File: src/design/lkm_pkg.sv
package lkm_pkg;

    typedef enum logic [2:0] {
        KIND_WR_ADDR  = 3'd0,
        KIND_WR_DATA  = 3'd1,
        KIND_RD_ADDR  = 3'd2,
        KIND_RD_ACK   = 3'd3,
        KIND_RD_NACK  = 3'd4,
        KIND_BUS_MISC = 3'd5,
        KIND_TICK     = 3'd6,
        KIND_FETCH    = 3'd7
    } kind_t;

    typedef struct packed {
        kind_t      kind;
        logic [7:0] data;
        logic [7:0] key_code;
    } item_t;

    typedef struct packed {
        logic [7:0] read_data;
        logic       read_valid;
        logic       nack;
        logic [7:0] event_mask;
    } result_t;

    // Control from the sequencer to the byte store.
    typedef struct packed {
        logic rd;
        logic wr;
        logic clear;
    } store_cmd_t;

    // Configuration register indexes.
    localparam logic [1:0] CFG_CONTRAST_LIMIT   = 2'd0;
    localparam logic [1:0] CFG_ROW_LIMIT        = 2'd1;
    localparam logic [1:0] CFG_COLUMN_LIMIT     = 2'd2;
    localparam logic [1:0] CFG_CONTRAST_DEFAULT = 2'd3;

    localparam logic [5:0] CONTRAST_LIMIT_RST   = 6'd63;
    localparam logic [1:0] ROW_LIMIT_RST        = 2'd1;
    localparam logic [5:0] COLUMN_LIMIT_RST     = 6'd15;
    localparam logic [5:0] CONTRAST_DEFAULT_RST = 6'd40;

    // Fixed map addresses below the RAM windows.
    localparam logic [7:0] ADDR_STATUS   = 8'd0;
    localparam logic [7:0] ADDR_LAST_KEY = 8'd1;
    localparam logic [7:0] ADDR_POWER    = 8'd2;
    localparam logic [7:0] ADDR_CONTRAST = 8'd3;
    localparam logic [7:0] ADDR_CURSOR   = 8'd4;
    localparam logic [7:0] ADDR_ROW      = 8'd5;
    localparam logic [7:0] ADDR_COLUMN   = 8'd6;
    localparam int         MAP_FIXED     = 7;

    localparam logic [7:0] GLYPH_FILL  = 8'hE0;
    localparam logic [7:0] PIXEL_MAX   = 8'h1F;
    localparam logic [7:0] CODE_MAX    = 8'h03;
    localparam logic [7:0] NO_KEY      = 8'hFF;
    localparam logic [7:0] OVERFLOW_RD = 8'hFF;
    localparam logic [7:0] LINE_SPLIT  = 8'd40;
    localparam logic [7:0] TICK_WRAP   = 8'd128;
    localparam logic [1:0] POWER_RST   = 2'd1;

    localparam logic [7:0] EV_TIMER = 8'h01;
    localparam logic [7:0] EV_POWER = 8'h02;
    localparam logic [7:0] EV_CSET  = 8'h04;
    localparam logic [7:0] EV_CMOVE = 8'h08;
    localparam logic [7:0] EV_LINE0 = 8'h10;
    localparam logic [7:0] EV_LINE1 = 8'h20;
    localparam logic [7:0] EV_GLYPH = 8'h40;
    localparam logic [7:0] EV_ICON  = 8'h80;

endpackage

File: src/design/lcd_keypad_i2c_register_map.sv
// Register map of an I2C-slave bridge for a character LCD and keypad.
//
// Requests arrive on the command channel: drive item and raise start; the
// request is taken on a clock edge where start is high and busy is low.
// Every request yields exactly one result, shown on result for a single
// cycle with done high. The receiver cannot hold results off, and none is
// needed: only one request is in flight at a time.
//
// busy is high only while a request is in the EXEC state, so a new request
// may be accepted in the very cycle done is shown; the block takes no new
// request before it is through with the last. This pacing is set by the
// read-modify-write of the byte store: the entry at the map pointer is read
// when the request is accepted and updated in the EXEC state.
//
// Configuration is written on the cfg channel (cfg_ready is always high); the
// user must write it only while no request is in flight: the block does not
// enforce it. Reset at once restores all state but the held request and result;
// the display, glyph and icon RAMs need no clearing pass, and power-off clears them.
module lcd_keypad_i2c_register_map #(
    parameter int DISPLAY_BYTES = 80,
    parameter int GLYPH_BYTES = 64,
    parameter int ICON_BYTES = 16
) (
    input  logic              clk,
    input  logic              rst_n,
    input  logic              start,
    output logic              busy,
    input  lkm_pkg::item_t    item,
    output logic              done,
    output lkm_pkg::result_t  result,
    input  logic              cfg_valid,
    output logic              cfg_ready,
    input  logic [1:0]        cfg_index,
    input  logic [5:0]        cfg_data
);

    localparam int STORE_DEPTH = DISPLAY_BYTES + GLYPH_BYTES + ICON_BYTES;
    localparam int AW = $clog2(STORE_DEPTH);
    localparam logic [8:0] GLYPH_BASE_W = 9'(lkm_pkg::MAP_FIXED + DISPLAY_BYTES);
    localparam logic [8:0] ICON_BASE_W  = 9'(lkm_pkg::MAP_FIXED + DISPLAY_BYTES + GLYPH_BYTES);
    localparam logic [8:0] MAP_END_W    = 9'(lkm_pkg::MAP_FIXED + STORE_DEPTH);
    localparam logic [8:0] FIXED_W      = 9'(lkm_pkg::MAP_FIXED);

    typedef enum logic [1:0] {
        ST_IDLE = 2'b01,
        ST_EXEC = 2'b10
    } state_t;

    state_t              state_reg, state_next;
    lkm_pkg::item_t      item_reg;
    lkm_pkg::result_t    result_reg, result_next;
    logic                done_reg;

    logic [5:0] contrast_limit_reg, row_limit_pad, column_limit_reg, contrast_default_reg;
    logic [1:0] row_limit_reg;

    logic [7:0] pointer_reg, pointer_next;
    logic       start_pending_reg, start_pending_next;
    logic       busy_flag_reg, busy_flag_next;
    logic [7:0] last_key_reg, last_key_next;
    logic [1:0] power_reg, power_next;
    logic [5:0] contrast_reg, contrast_next;
    logic [1:0] cursor_mode_reg, cursor_mode_next;
    logic [1:0] row_reg, row_next;
    logic [5:0] column_reg, column_next;
    logic [7:0] pending_reg, pending_next;
    logic [7:0] tick_reg, tick_next;

    lkm_pkg::store_cmd_t store_cmd;
    logic [7:0]          store_rd_data;
    logic [7:0]          ptr_off;
    logic [8:0]          ptr_w;
    logic                in_map, is_display, is_glyph, is_icon;
    logic [7:0]          wdata;
    logic [7:0]          ev;
    logic [7:0]          rd_value;

    assign row_limit_pad = {4'b0, row_limit_reg};

    assign busy      = (state_reg != ST_IDLE);
    assign done      = done_reg;
    assign result    = result_reg;
    assign cfg_ready = 1'b1;

    assign ptr_w      = {1'b0, pointer_reg};
    assign ptr_off    = pointer_reg - 8'(lkm_pkg::MAP_FIXED);
    assign in_map     = ptr_w < MAP_END_W;
    assign is_display = (ptr_w >= FIXED_W) && (ptr_w < GLYPH_BASE_W);
    assign is_glyph   = (ptr_w >= GLYPH_BASE_W) && (ptr_w < ICON_BASE_W);
    assign is_icon    = (ptr_w >= ICON_BASE_W) && in_map;
    assign wdata      = item_reg.data;

    lkm_store #(
        .DEPTH    (STORE_DEPTH),
        .GLYPH_LO (DISPLAY_BYTES),
        .GLYPH_HI (DISPLAY_BYTES + GLYPH_BYTES)
    ) u_store (
        .clk     (clk),
        .rst_n   (rst_n),
        .cmd     (store_cmd),
        .rd_addr (ptr_off[AW-1:0]),
        .wr_addr (ptr_off[AW-1:0]),
        .wr_data (wdata),
        .rd_data (store_rd_data)
    );

    always_comb
    begin
        unique case (pointer_reg)
            lkm_pkg::ADDR_STATUS:   rd_value = {7'b0, busy_flag_reg};
            lkm_pkg::ADDR_LAST_KEY: rd_value = last_key_reg;
            lkm_pkg::ADDR_POWER:    rd_value = {6'b0, power_reg};
            lkm_pkg::ADDR_CONTRAST: rd_value = {2'b0, contrast_reg};
            lkm_pkg::ADDR_CURSOR:   rd_value = {6'b0, cursor_mode_reg};
            lkm_pkg::ADDR_ROW:      rd_value = {6'b0, row_reg};
            lkm_pkg::ADDR_COLUMN:   rd_value = {2'b0, column_reg};
            default:                rd_value = store_rd_data;
        endcase
    end

    always_comb
    begin
        state_next         = state_reg;
        pointer_next       = pointer_reg;
        start_pending_next = start_pending_reg;
        busy_flag_next     = busy_flag_reg;
        last_key_next      = last_key_reg;
        power_next         = power_reg;
        contrast_next      = contrast_reg;
        cursor_mode_next   = cursor_mode_reg;
        row_next           = row_reg;
        column_next        = column_reg;
        pending_next       = pending_reg;
        tick_next          = tick_reg;
        result_next        = '0;
        ev                 = '0;
        store_cmd          = '0;

        unique case (state_reg)
            ST_IDLE:
            begin
                if (start)
                begin
                    // Fetch the store entry under the pointer for the update cycle.
                    store_cmd.rd = 1'b1;
                    state_next   = ST_EXEC;
                end
            end
            ST_EXEC:
            begin
                state_next = ST_IDLE;
                unique case (item_reg.kind) inside
                    lkm_pkg::KIND_WR_ADDR:
                    begin
                        start_pending_next = 1'b1;
                    end
                    lkm_pkg::KIND_WR_DATA:
                    begin
                        start_pending_next = 1'b0;
                        if (start_pending_reg)
                        begin
                            if ({1'b0, wdata} < MAP_END_W)
                            begin
                                pointer_next = wdata;
                            end
                            else
                            begin
                                result_next.nack = 1'b1;
                            end
                        end
                        else if (!in_map)
                        begin
                            result_next.nack = 1'b1;
                        end
                        else
                        begin
                            if (pointer_reg == lkm_pkg::ADDR_LAST_KEY)
                            begin
                                last_key_next = wdata;
                            end
                            else if (pointer_reg == lkm_pkg::ADDR_POWER)
                            begin
                                if (wdata > lkm_pkg::CODE_MAX)
                                begin
                                    result_next.nack = 1'b1;
                                end
                                else if ({6'b0, power_reg} != wdata)
                                begin
                                    if (!wdata[0])
                                    begin
                                        power_next       = 2'b00;
                                        contrast_next    = contrast_default_reg;
                                        cursor_mode_next = 2'b00;
                                        row_next         = 2'b00;
                                        column_next      = 6'b0;
                                        store_cmd.clear  = 1'b1;
                                    end
                                    else
                                    begin
                                        power_next = wdata[1:0];
                                    end
                                    ev = lkm_pkg::EV_POWER;
                                end
                            end
                            else if (pointer_reg == lkm_pkg::ADDR_CONTRAST)
                            begin
                                if (wdata > {2'b0, contrast_limit_reg})
                                begin
                                    result_next.nack = 1'b1;
                                end
                                else if ({2'b0, contrast_reg} != wdata)
                                begin
                                    contrast_next = wdata[5:0];
                                    ev            = lkm_pkg::EV_POWER;
                                end
                            end
                            else if (pointer_reg == lkm_pkg::ADDR_CURSOR)
                            begin
                                if (wdata > lkm_pkg::CODE_MAX)
                                begin
                                    result_next.nack = 1'b1;
                                end
                                else if ({6'b0, cursor_mode_reg} != wdata)
                                begin
                                    cursor_mode_next = wdata[1:0];
                                    ev               = lkm_pkg::EV_CSET;
                                end
                            end
                            else if (pointer_reg == lkm_pkg::ADDR_ROW)
                            begin
                                if (wdata > {2'b0, row_limit_pad})
                                begin
                                    result_next.nack = 1'b1;
                                end
                                else if ({6'b0, row_reg} != wdata)
                                begin
                                    row_next = wdata[1:0];
                                    ev       = lkm_pkg::EV_CMOVE;
                                end
                            end
                            else if (pointer_reg == lkm_pkg::ADDR_COLUMN)
                            begin
                                if (wdata > {2'b0, column_limit_reg})
                                begin
                                    result_next.nack = 1'b1;
                                end
                                else if ({2'b0, column_reg} != wdata)
                                begin
                                    column_next = wdata[5:0];
                                    ev          = lkm_pkg::EV_CMOVE;
                                end
                            end
                            else if (is_display)
                            begin
                                if (store_rd_data != wdata)
                                begin
                                    store_cmd.wr = 1'b1;
                                    ev = (ptr_off < lkm_pkg::LINE_SPLIT) ? lkm_pkg::EV_LINE0
                                                                         : lkm_pkg::EV_LINE1;
                                end
                            end
                            else if (is_glyph || is_icon)
                            begin
                                if (wdata > lkm_pkg::PIXEL_MAX)
                                begin
                                    result_next.nack = 1'b1;
                                end
                                else if (store_rd_data != wdata)
                                begin
                                    store_cmd.wr = 1'b1;
                                    ev = is_glyph ? lkm_pkg::EV_GLYPH : lkm_pkg::EV_ICON;
                                end
                            end
                            // The status byte is read only: the write is dropped.
                            if (!result_next.nack)
                            begin
                                pointer_next = pointer_reg + 8'd1;
                            end
                        end
                    end
                    lkm_pkg::KIND_RD_ADDR, lkm_pkg::KIND_RD_ACK:
                    begin
                        result_next.read_valid = 1'b1;
                        if (!in_map)
                        begin
                            result_next.nack      = 1'b1;
                            result_next.read_data = lkm_pkg::OVERFLOW_RD;
                        end
                        else
                        begin
                            result_next.read_data = rd_value;
                            if (pointer_reg == lkm_pkg::ADDR_LAST_KEY)
                            begin
                                last_key_next = lkm_pkg::NO_KEY;
                            end
                            pointer_next = pointer_reg + 8'd1;
                        end
                    end
                    lkm_pkg::KIND_RD_NACK:
                    begin
                        state_next = ST_IDLE;
                    end
                    lkm_pkg::KIND_BUS_MISC:
                    begin
                        start_pending_next = 1'b0;
                    end
                    lkm_pkg::KIND_TICK:
                    begin
                        tick_next = (tick_reg < lkm_pkg::TICK_WRAP) ? tick_reg + 8'd1 : 8'd0;
                        if (!tick_next[0])
                        begin
                            ev = lkm_pkg::EV_TIMER;
                        end
                        if (item_reg.key_code != lkm_pkg::NO_KEY)
                        begin
                            last_key_next = item_reg.key_code;
                        end
                    end
                    lkm_pkg::KIND_FETCH:
                    begin
                        result_next.event_mask = pending_reg;
                        if (pending_reg == 8'h00)
                        begin
                            busy_flag_next = 1'b0;
                        end
                        else
                        begin
                            pending_next = 8'h00;
                            if ((pending_reg & lkm_pkg::EV_POWER) != 8'h00)
                            begin
                                power_next[0] = 1'b1;
                            end
                        end
                    end
                    default:
                    begin
                        state_next = ST_IDLE;
                    end
                endcase

                if (ev != 8'h00)
                begin
                    busy_flag_next = 1'b1;
                    pending_next   = pending_reg | ev;
                end
            end
            default:
            begin
                state_next = ST_IDLE;
            end
        endcase
    end

    always_ff @(posedge clk or negedge rst_n)
    begin
        if (!rst_n)
        begin
            state_reg         <= ST_IDLE;
            done_reg          <= 1'b0;
            pointer_reg       <= 8'h00;
            start_pending_reg <= 1'b0;
            busy_flag_reg     <= 1'b0;
            last_key_reg      <= lkm_pkg::NO_KEY;
            power_reg         <= lkm_pkg::POWER_RST;
            contrast_reg      <= lkm_pkg::CONTRAST_DEFAULT_RST;
            cursor_mode_reg   <= 2'b00;
            row_reg           <= 2'b00;
            column_reg        <= 6'b0;
            pending_reg       <= 8'h00;
            tick_reg          <= 8'h00;
        end
        else
        begin
            state_reg         <= state_next;
            done_reg          <= (state_reg == ST_EXEC);
            pointer_reg       <= pointer_next;
            start_pending_reg <= start_pending_next;
            busy_flag_reg     <= busy_flag_next;
            last_key_reg      <= last_key_next;
            power_reg         <= power_next;
            contrast_reg      <= contrast_next;
            cursor_mode_reg   <= cursor_mode_next;
            row_reg           <= row_next;
            column_reg        <= column_next;
            pending_reg       <= pending_next;
            tick_reg          <= tick_next;
        end
    end

    always_ff @(posedge clk or negedge rst_n)
    begin
        if (!rst_n)
        begin
            contrast_limit_reg   <= lkm_pkg::CONTRAST_LIMIT_RST;
            row_limit_reg        <= lkm_pkg::ROW_LIMIT_RST;
            column_limit_reg     <= lkm_pkg::COLUMN_LIMIT_RST;
            contrast_default_reg <= lkm_pkg::CONTRAST_DEFAULT_RST;
        end
        else if (cfg_valid && cfg_ready)
        begin
            unique case (cfg_index)
                lkm_pkg::CFG_CONTRAST_LIMIT:   contrast_limit_reg   <= cfg_data;
                lkm_pkg::CFG_ROW_LIMIT:        row_limit_reg        <= cfg_data[1:0];
                lkm_pkg::CFG_COLUMN_LIMIT:     column_limit_reg     <= cfg_data;
                lkm_pkg::CFG_CONTRAST_DEFAULT: contrast_default_reg <= cfg_data;
                default:                       contrast_limit_reg   <= contrast_limit_reg;
            endcase
        end
    end

    always_ff @(posedge clk)
    begin
        if (start && !busy)
        begin
            item_reg <= item;
        end
        if (state_reg == ST_EXEC)
        begin
            result_reg <= result_next;
        end
    end

endmodule

File: src/design/lkm_store.sv
module lkm_store #(
    parameter int DEPTH = 160,
    parameter int GLYPH_LO = 80,
    parameter int GLYPH_HI = 144,
    localparam int AW = $clog2(DEPTH)
) (
    input  logic                 clk,
    input  logic                 rst_n,
    input  lkm_pkg::store_cmd_t  cmd,
    input  logic [AW-1:0]        rd_addr,
    input  logic [AW-1:0]        wr_addr,
    input  logic [7:0]           wr_data,
    output logic [7:0]           rd_data
);

    logic [7:0]       mem [DEPTH];
    logic [DEPTH-1:0] valid_reg;
    logic [7:0]       mem_q_reg;
    logic             valid_q_reg;
    logic [AW-1:0]    addr_q_reg;
    logic             glyph_q;

    always_ff @(posedge clk)
    begin
        if (cmd.wr)
        begin
            mem[wr_addr] <= wr_data;
        end
        if (cmd.rd)
        begin
            mem_q_reg   <= mem[rd_addr];
            valid_q_reg <= valid_reg[rd_addr];
            addr_q_reg  <= rd_addr;
        end
    end

    // An entry never written since reset or the last power-off reads as its
    // reset value, so no clearing pass is needed.
    always_ff @(posedge clk or negedge rst_n)
    begin
        if (!rst_n)
        begin
            valid_reg <= '0;
        end
        else if (cmd.clear)
        begin
            valid_reg <= '0;
        end
        else if (cmd.wr)
        begin
            valid_reg[wr_addr] <= 1'b1;
        end
    end

    assign glyph_q = ({1'b0, addr_q_reg} >= (AW+1)'(GLYPH_LO))
                  && ({1'b0, addr_q_reg} <  (AW+1)'(GLYPH_HI));

    assign rd_data = valid_q_reg ? mem_q_reg : (glyph_q ? lkm_pkg::GLYPH_FILL : 8'h00);

endmodule

File: config.mk
export PLATFORM = sky130hd
export DESIGN_NAME = lcd_keypad_i2c_register_map
export DESIGN_NICKNAME = d
export VERILOG_FILES = /design/src/design/lkm_pkg.sv /design/src/design/lcd_keypad_i2c_register_map.sv /design/src/design/lkm_store.sv
export SDC_FILE = /design/constraint.sdc
export NUM_CORES = 2
export LEC_CHECK = 0
export BUFFER_PORTS_ARGS = -buffer_cell sky130_fd_sc_hd__buf_2
export CELL_PAD_IN_SITES_DETAIL_PLACEMENT = 1
export CELL_PAD_IN_SITES_GLOBAL_PLACEMENT = 1
export CORE_ASPECT_RATIO = 2
export CORE_MARGIN = 3
export CORE_UTILIZATION = 50
export DETAILED_ROUTE_END_ITERATION = 12
export PLACE_DENSITY = 0.75
export SLEW_MARGIN = 20
export SYNTH_ARGS = -nofsm -noshare
export SYNTH_HDL_FRONTEND = slang
export SYNTH_SLANG_ARGS = --single-unit
export TNS_END_PERCENT = 30
File: constraint.sdc
create_clock -name clk -period 14.2 [get_ports clk]
set_input_delay 2.84 -clock clk [delete_from_list [all_inputs] [get_ports clk]]
set_output_delay 2.84 -clock clk [all_outputs]
set_load 0.01 [all_outputs]
==> out/results.ini <==
[layout]
area_growth_pct=11.6
largest_register_ffs=1280
fin_nets=3440
fin_area_sq_um=70300
drive_gt1_share_pct=26.8
n_fill_cell=10800

[synth]
synth_fa_ha_area_share_pct=0.437
synth_compound_area_share_pct=4.48
synth_cell_types=73
synth_flop_cell=edfxtp_1
synthSimpleGateAreaFrac_pct=3.97
ys_ff_latch=1565
synth-xor-area-share_pct=0.375
ys_async_sr_fraction_pct=15.0
synth_top_family_by_area=multiplexers
yosysWarnings=0
syn_nets=3342
synth_area_per_cell_sq_um=19.2
netlist_area_sq_um=63000
synth_mux_area_share_pct=16.4
synth_edf_count=1330
syn_inst=3289
ys_seq_area_share_pct=72.7

[pwr]
power.density_nw_per_um2=208
p_switching_mw=5.31
swShare_pct=36.4
power.internal_mw=9.30
leakage_nw=23.9
finalPower_mw=14.6
seqPwrFrac_pct=36.0
power.share.clock_pct=25.9
comb_power_share_pct=38.1
worst_ir_drop_vdd_v=0.000272

[sta]
hold_viol=0
layout_setup_ws_ps=8590
clock-skew-final_ps=28.8
clock.fmax_mhz=178
period_minus_slack_ps=5610
fin_setup_tns_ps=0
rsz0062_at_grt=false
slew_viol_final=0
slew_headroom_pct=17.9
setup_viol_count_final=0
fin_crit_sh_pct=39.5
holdWs_ps=481
worstMarginPinSlew_ps=1230

[global_routing]
grt_overflow_total=0
grt_max_degree=149
antenna_found_initial=9
track_usage_pct=29.2
grt_pass1_vias=36700
grt_first_pass_wirelength_um=271000

[run_status]
status=finished clean

[placed_design]
placed_area_sq_um=65700
gp_congestion=0.938
dp.final_hpwl_um=121000
pre_cts_slack_ps=8610
io_buffers=50

[clocking]
cts_tree=done
cts_resized=0
cts_buffers=133
clock_latency_ps=780
post_cts_buffers=0
path_clk_slew_ps=70
cts_sinks=1565
cts_root_buf=clkbuf_16
hold_buffers=0
cts_buffer_depth=3
htreeDepth=4

[floorplanning]
die_h_um=508
pin_count=52
dieArea_sq_um=131000
coreArea_sq_um=125000
start_util_pct=50.5
rows=183
die_width_um=257

[setup_path]
crit_type=flip-flop to flip-flop
worstPathArrival_ps=6000
startpoint_type=flip-flop
cp_data_required_time_ps=14580
crit_path_max_fanout=32
cp-end-kind=flip-flop

[routing]
drt_iter0_markers=3626
antenna_left=0
wl_um=187000
num_vias=34000
post_drt_wl_per_cell_um=36.2
drc=0
post_drt_via_cell_ratio=6.57
dr.pass1.iters=7

[flow_run]
drv_cap=0

[min_path]
hold_class=flip-flop to flip-flop

## layer usage
layer  track usage (%)  routed length (um)  up-vias
li1                  -                   -    13600
met4              22.8               17500        4
met2              50.5               97900     1614
met5                 0                  23        -
met1              32.0               60200    18200
met3              4.59               11100      564
## metrics by stage
step / cells / utilization, %
after floorplan: 3289 / -
after global placement: 4917 / 52.6
after detailed placement: 4917 / 52.7
after CTS: 5162 / 56.3
after global routing: 5163 / 56.4
final: 5165 / 56.4
## final cells by class
| class | instances | area [sq um] | share of cell area [%] |
|---|---|---|---|
| well taps | 1665 | 2080 | 2.96 |
| clock inverters | 72 | 811 | 1.15 |
| flip-flops and latches | 1565 | 45900 | 65.2 |
| multi-input cells | 1485 | 16500 | 23.5 |
| clock buffers | 173 | 3650 | 5.19 |
| repair buffers | 167 | 1250 | 1.78 |
| inverters | 35 | 131 | 0.187 |
| diodes | 3 | 7.51 | 0.0107 |
## synthesized netlist by cell type, drive strengths merged (22+ instances only)
library cell / instances / area share (%)
buf: 79 / 0.64
a31oi: 23 / 0.23
ha: 22 / 0.44
o21ai: 94 / 0.75
nand3: 39 / 0.31
a21o: 112 / 1.3
dfstp: 25 / 1.0
clkbuf: 125 / 0.74
dfrtp: 210 / 8.3
mux4: 432 / 15
nor2: 138 / 0.82
a21oi: 46 / 0.37
mux2i: 23 / 0.37
nor3: 81 / 0.67
nor4: 25 / 0.26
inv: 31 / 0.18
mux2: 34 / 0.61
edfxtp: 1330 / 63
nand2: 168 / 1.0
## critical path, cell delays in order, from the launching register on
cell	delay [ps]
dfrtp_4	840
inv_1	300
ha_1	420
or2_2	330
a32o_1	260
a221oi_1	570
and3_1	430
o211ai_1	350
buf_4	360
or2_2	590
nor2_1	750
## cells by family after synthesis
| logic type | after synthesis |
|---|---|
| flops | 1565 |
| compound gates | 409 |
| fa+ha+maj | 22 |
| mux | 489 |
| other cells | 1 |
| xor+xnor | 27 |
| simple gates | 537 |
| buf+inv | 239 |
## power groups by stage
stage	clock network (mW)	logic (mW)	registers, mW
after CTS	3.84	5.52	5.25
after global placement	0	5.36	5.34
after global routing	4.01	5.75	5.26
after floorplan	0	3.29	5.30
after detailed placement	0	5.48	5.35
final	3.79	5.58	5.26
## layout by cell type, fill, tap and decap left out, types with 18 or more instances in the layout
cell       instances
edfxtp_1        1330
mux4_2           432
dfrtp_1          209
nand2_1          168
clkbuf_16        137
nor2_1           132
a21o_1           112
buf_4            108
o21ai_0           72
nor3_1            56
buf_2             49
a21oi_1           45
nand3_1           39
mux2_2            34
inv_1             31
clkbuf_1          27
dfstp_2           25
nor3_2            24
mux2i_1           23
a31oi_1           23
o21ai_1           21
ha_1              21
a211oi_1          19
a22oi_1           18
## path summary, 6_finish.rpt
kind	start	cells after the start	endpoint	slack [ps]
setup / recovery	pointer_reg[0]	10	u_store.mem[52][2]	8590
hold / removal	u_store.valid_reg[147]	1	u_store.valid_reg[147]	480
setup reg to reg	pointer_reg[0]	10	u_store.mem[52][2]	8590
hold reg to reg	u_store.valid_reg[147]	1	u_store.valid_reg[147]	480
max in group asynchronous	rst_n	2	u_store.valid_reg[118]	10740
min in group asynchronous	rst_n	1	cursor_mode_reg[1]	2040
No activity file was read; power rests on OpenSTA's default activity.
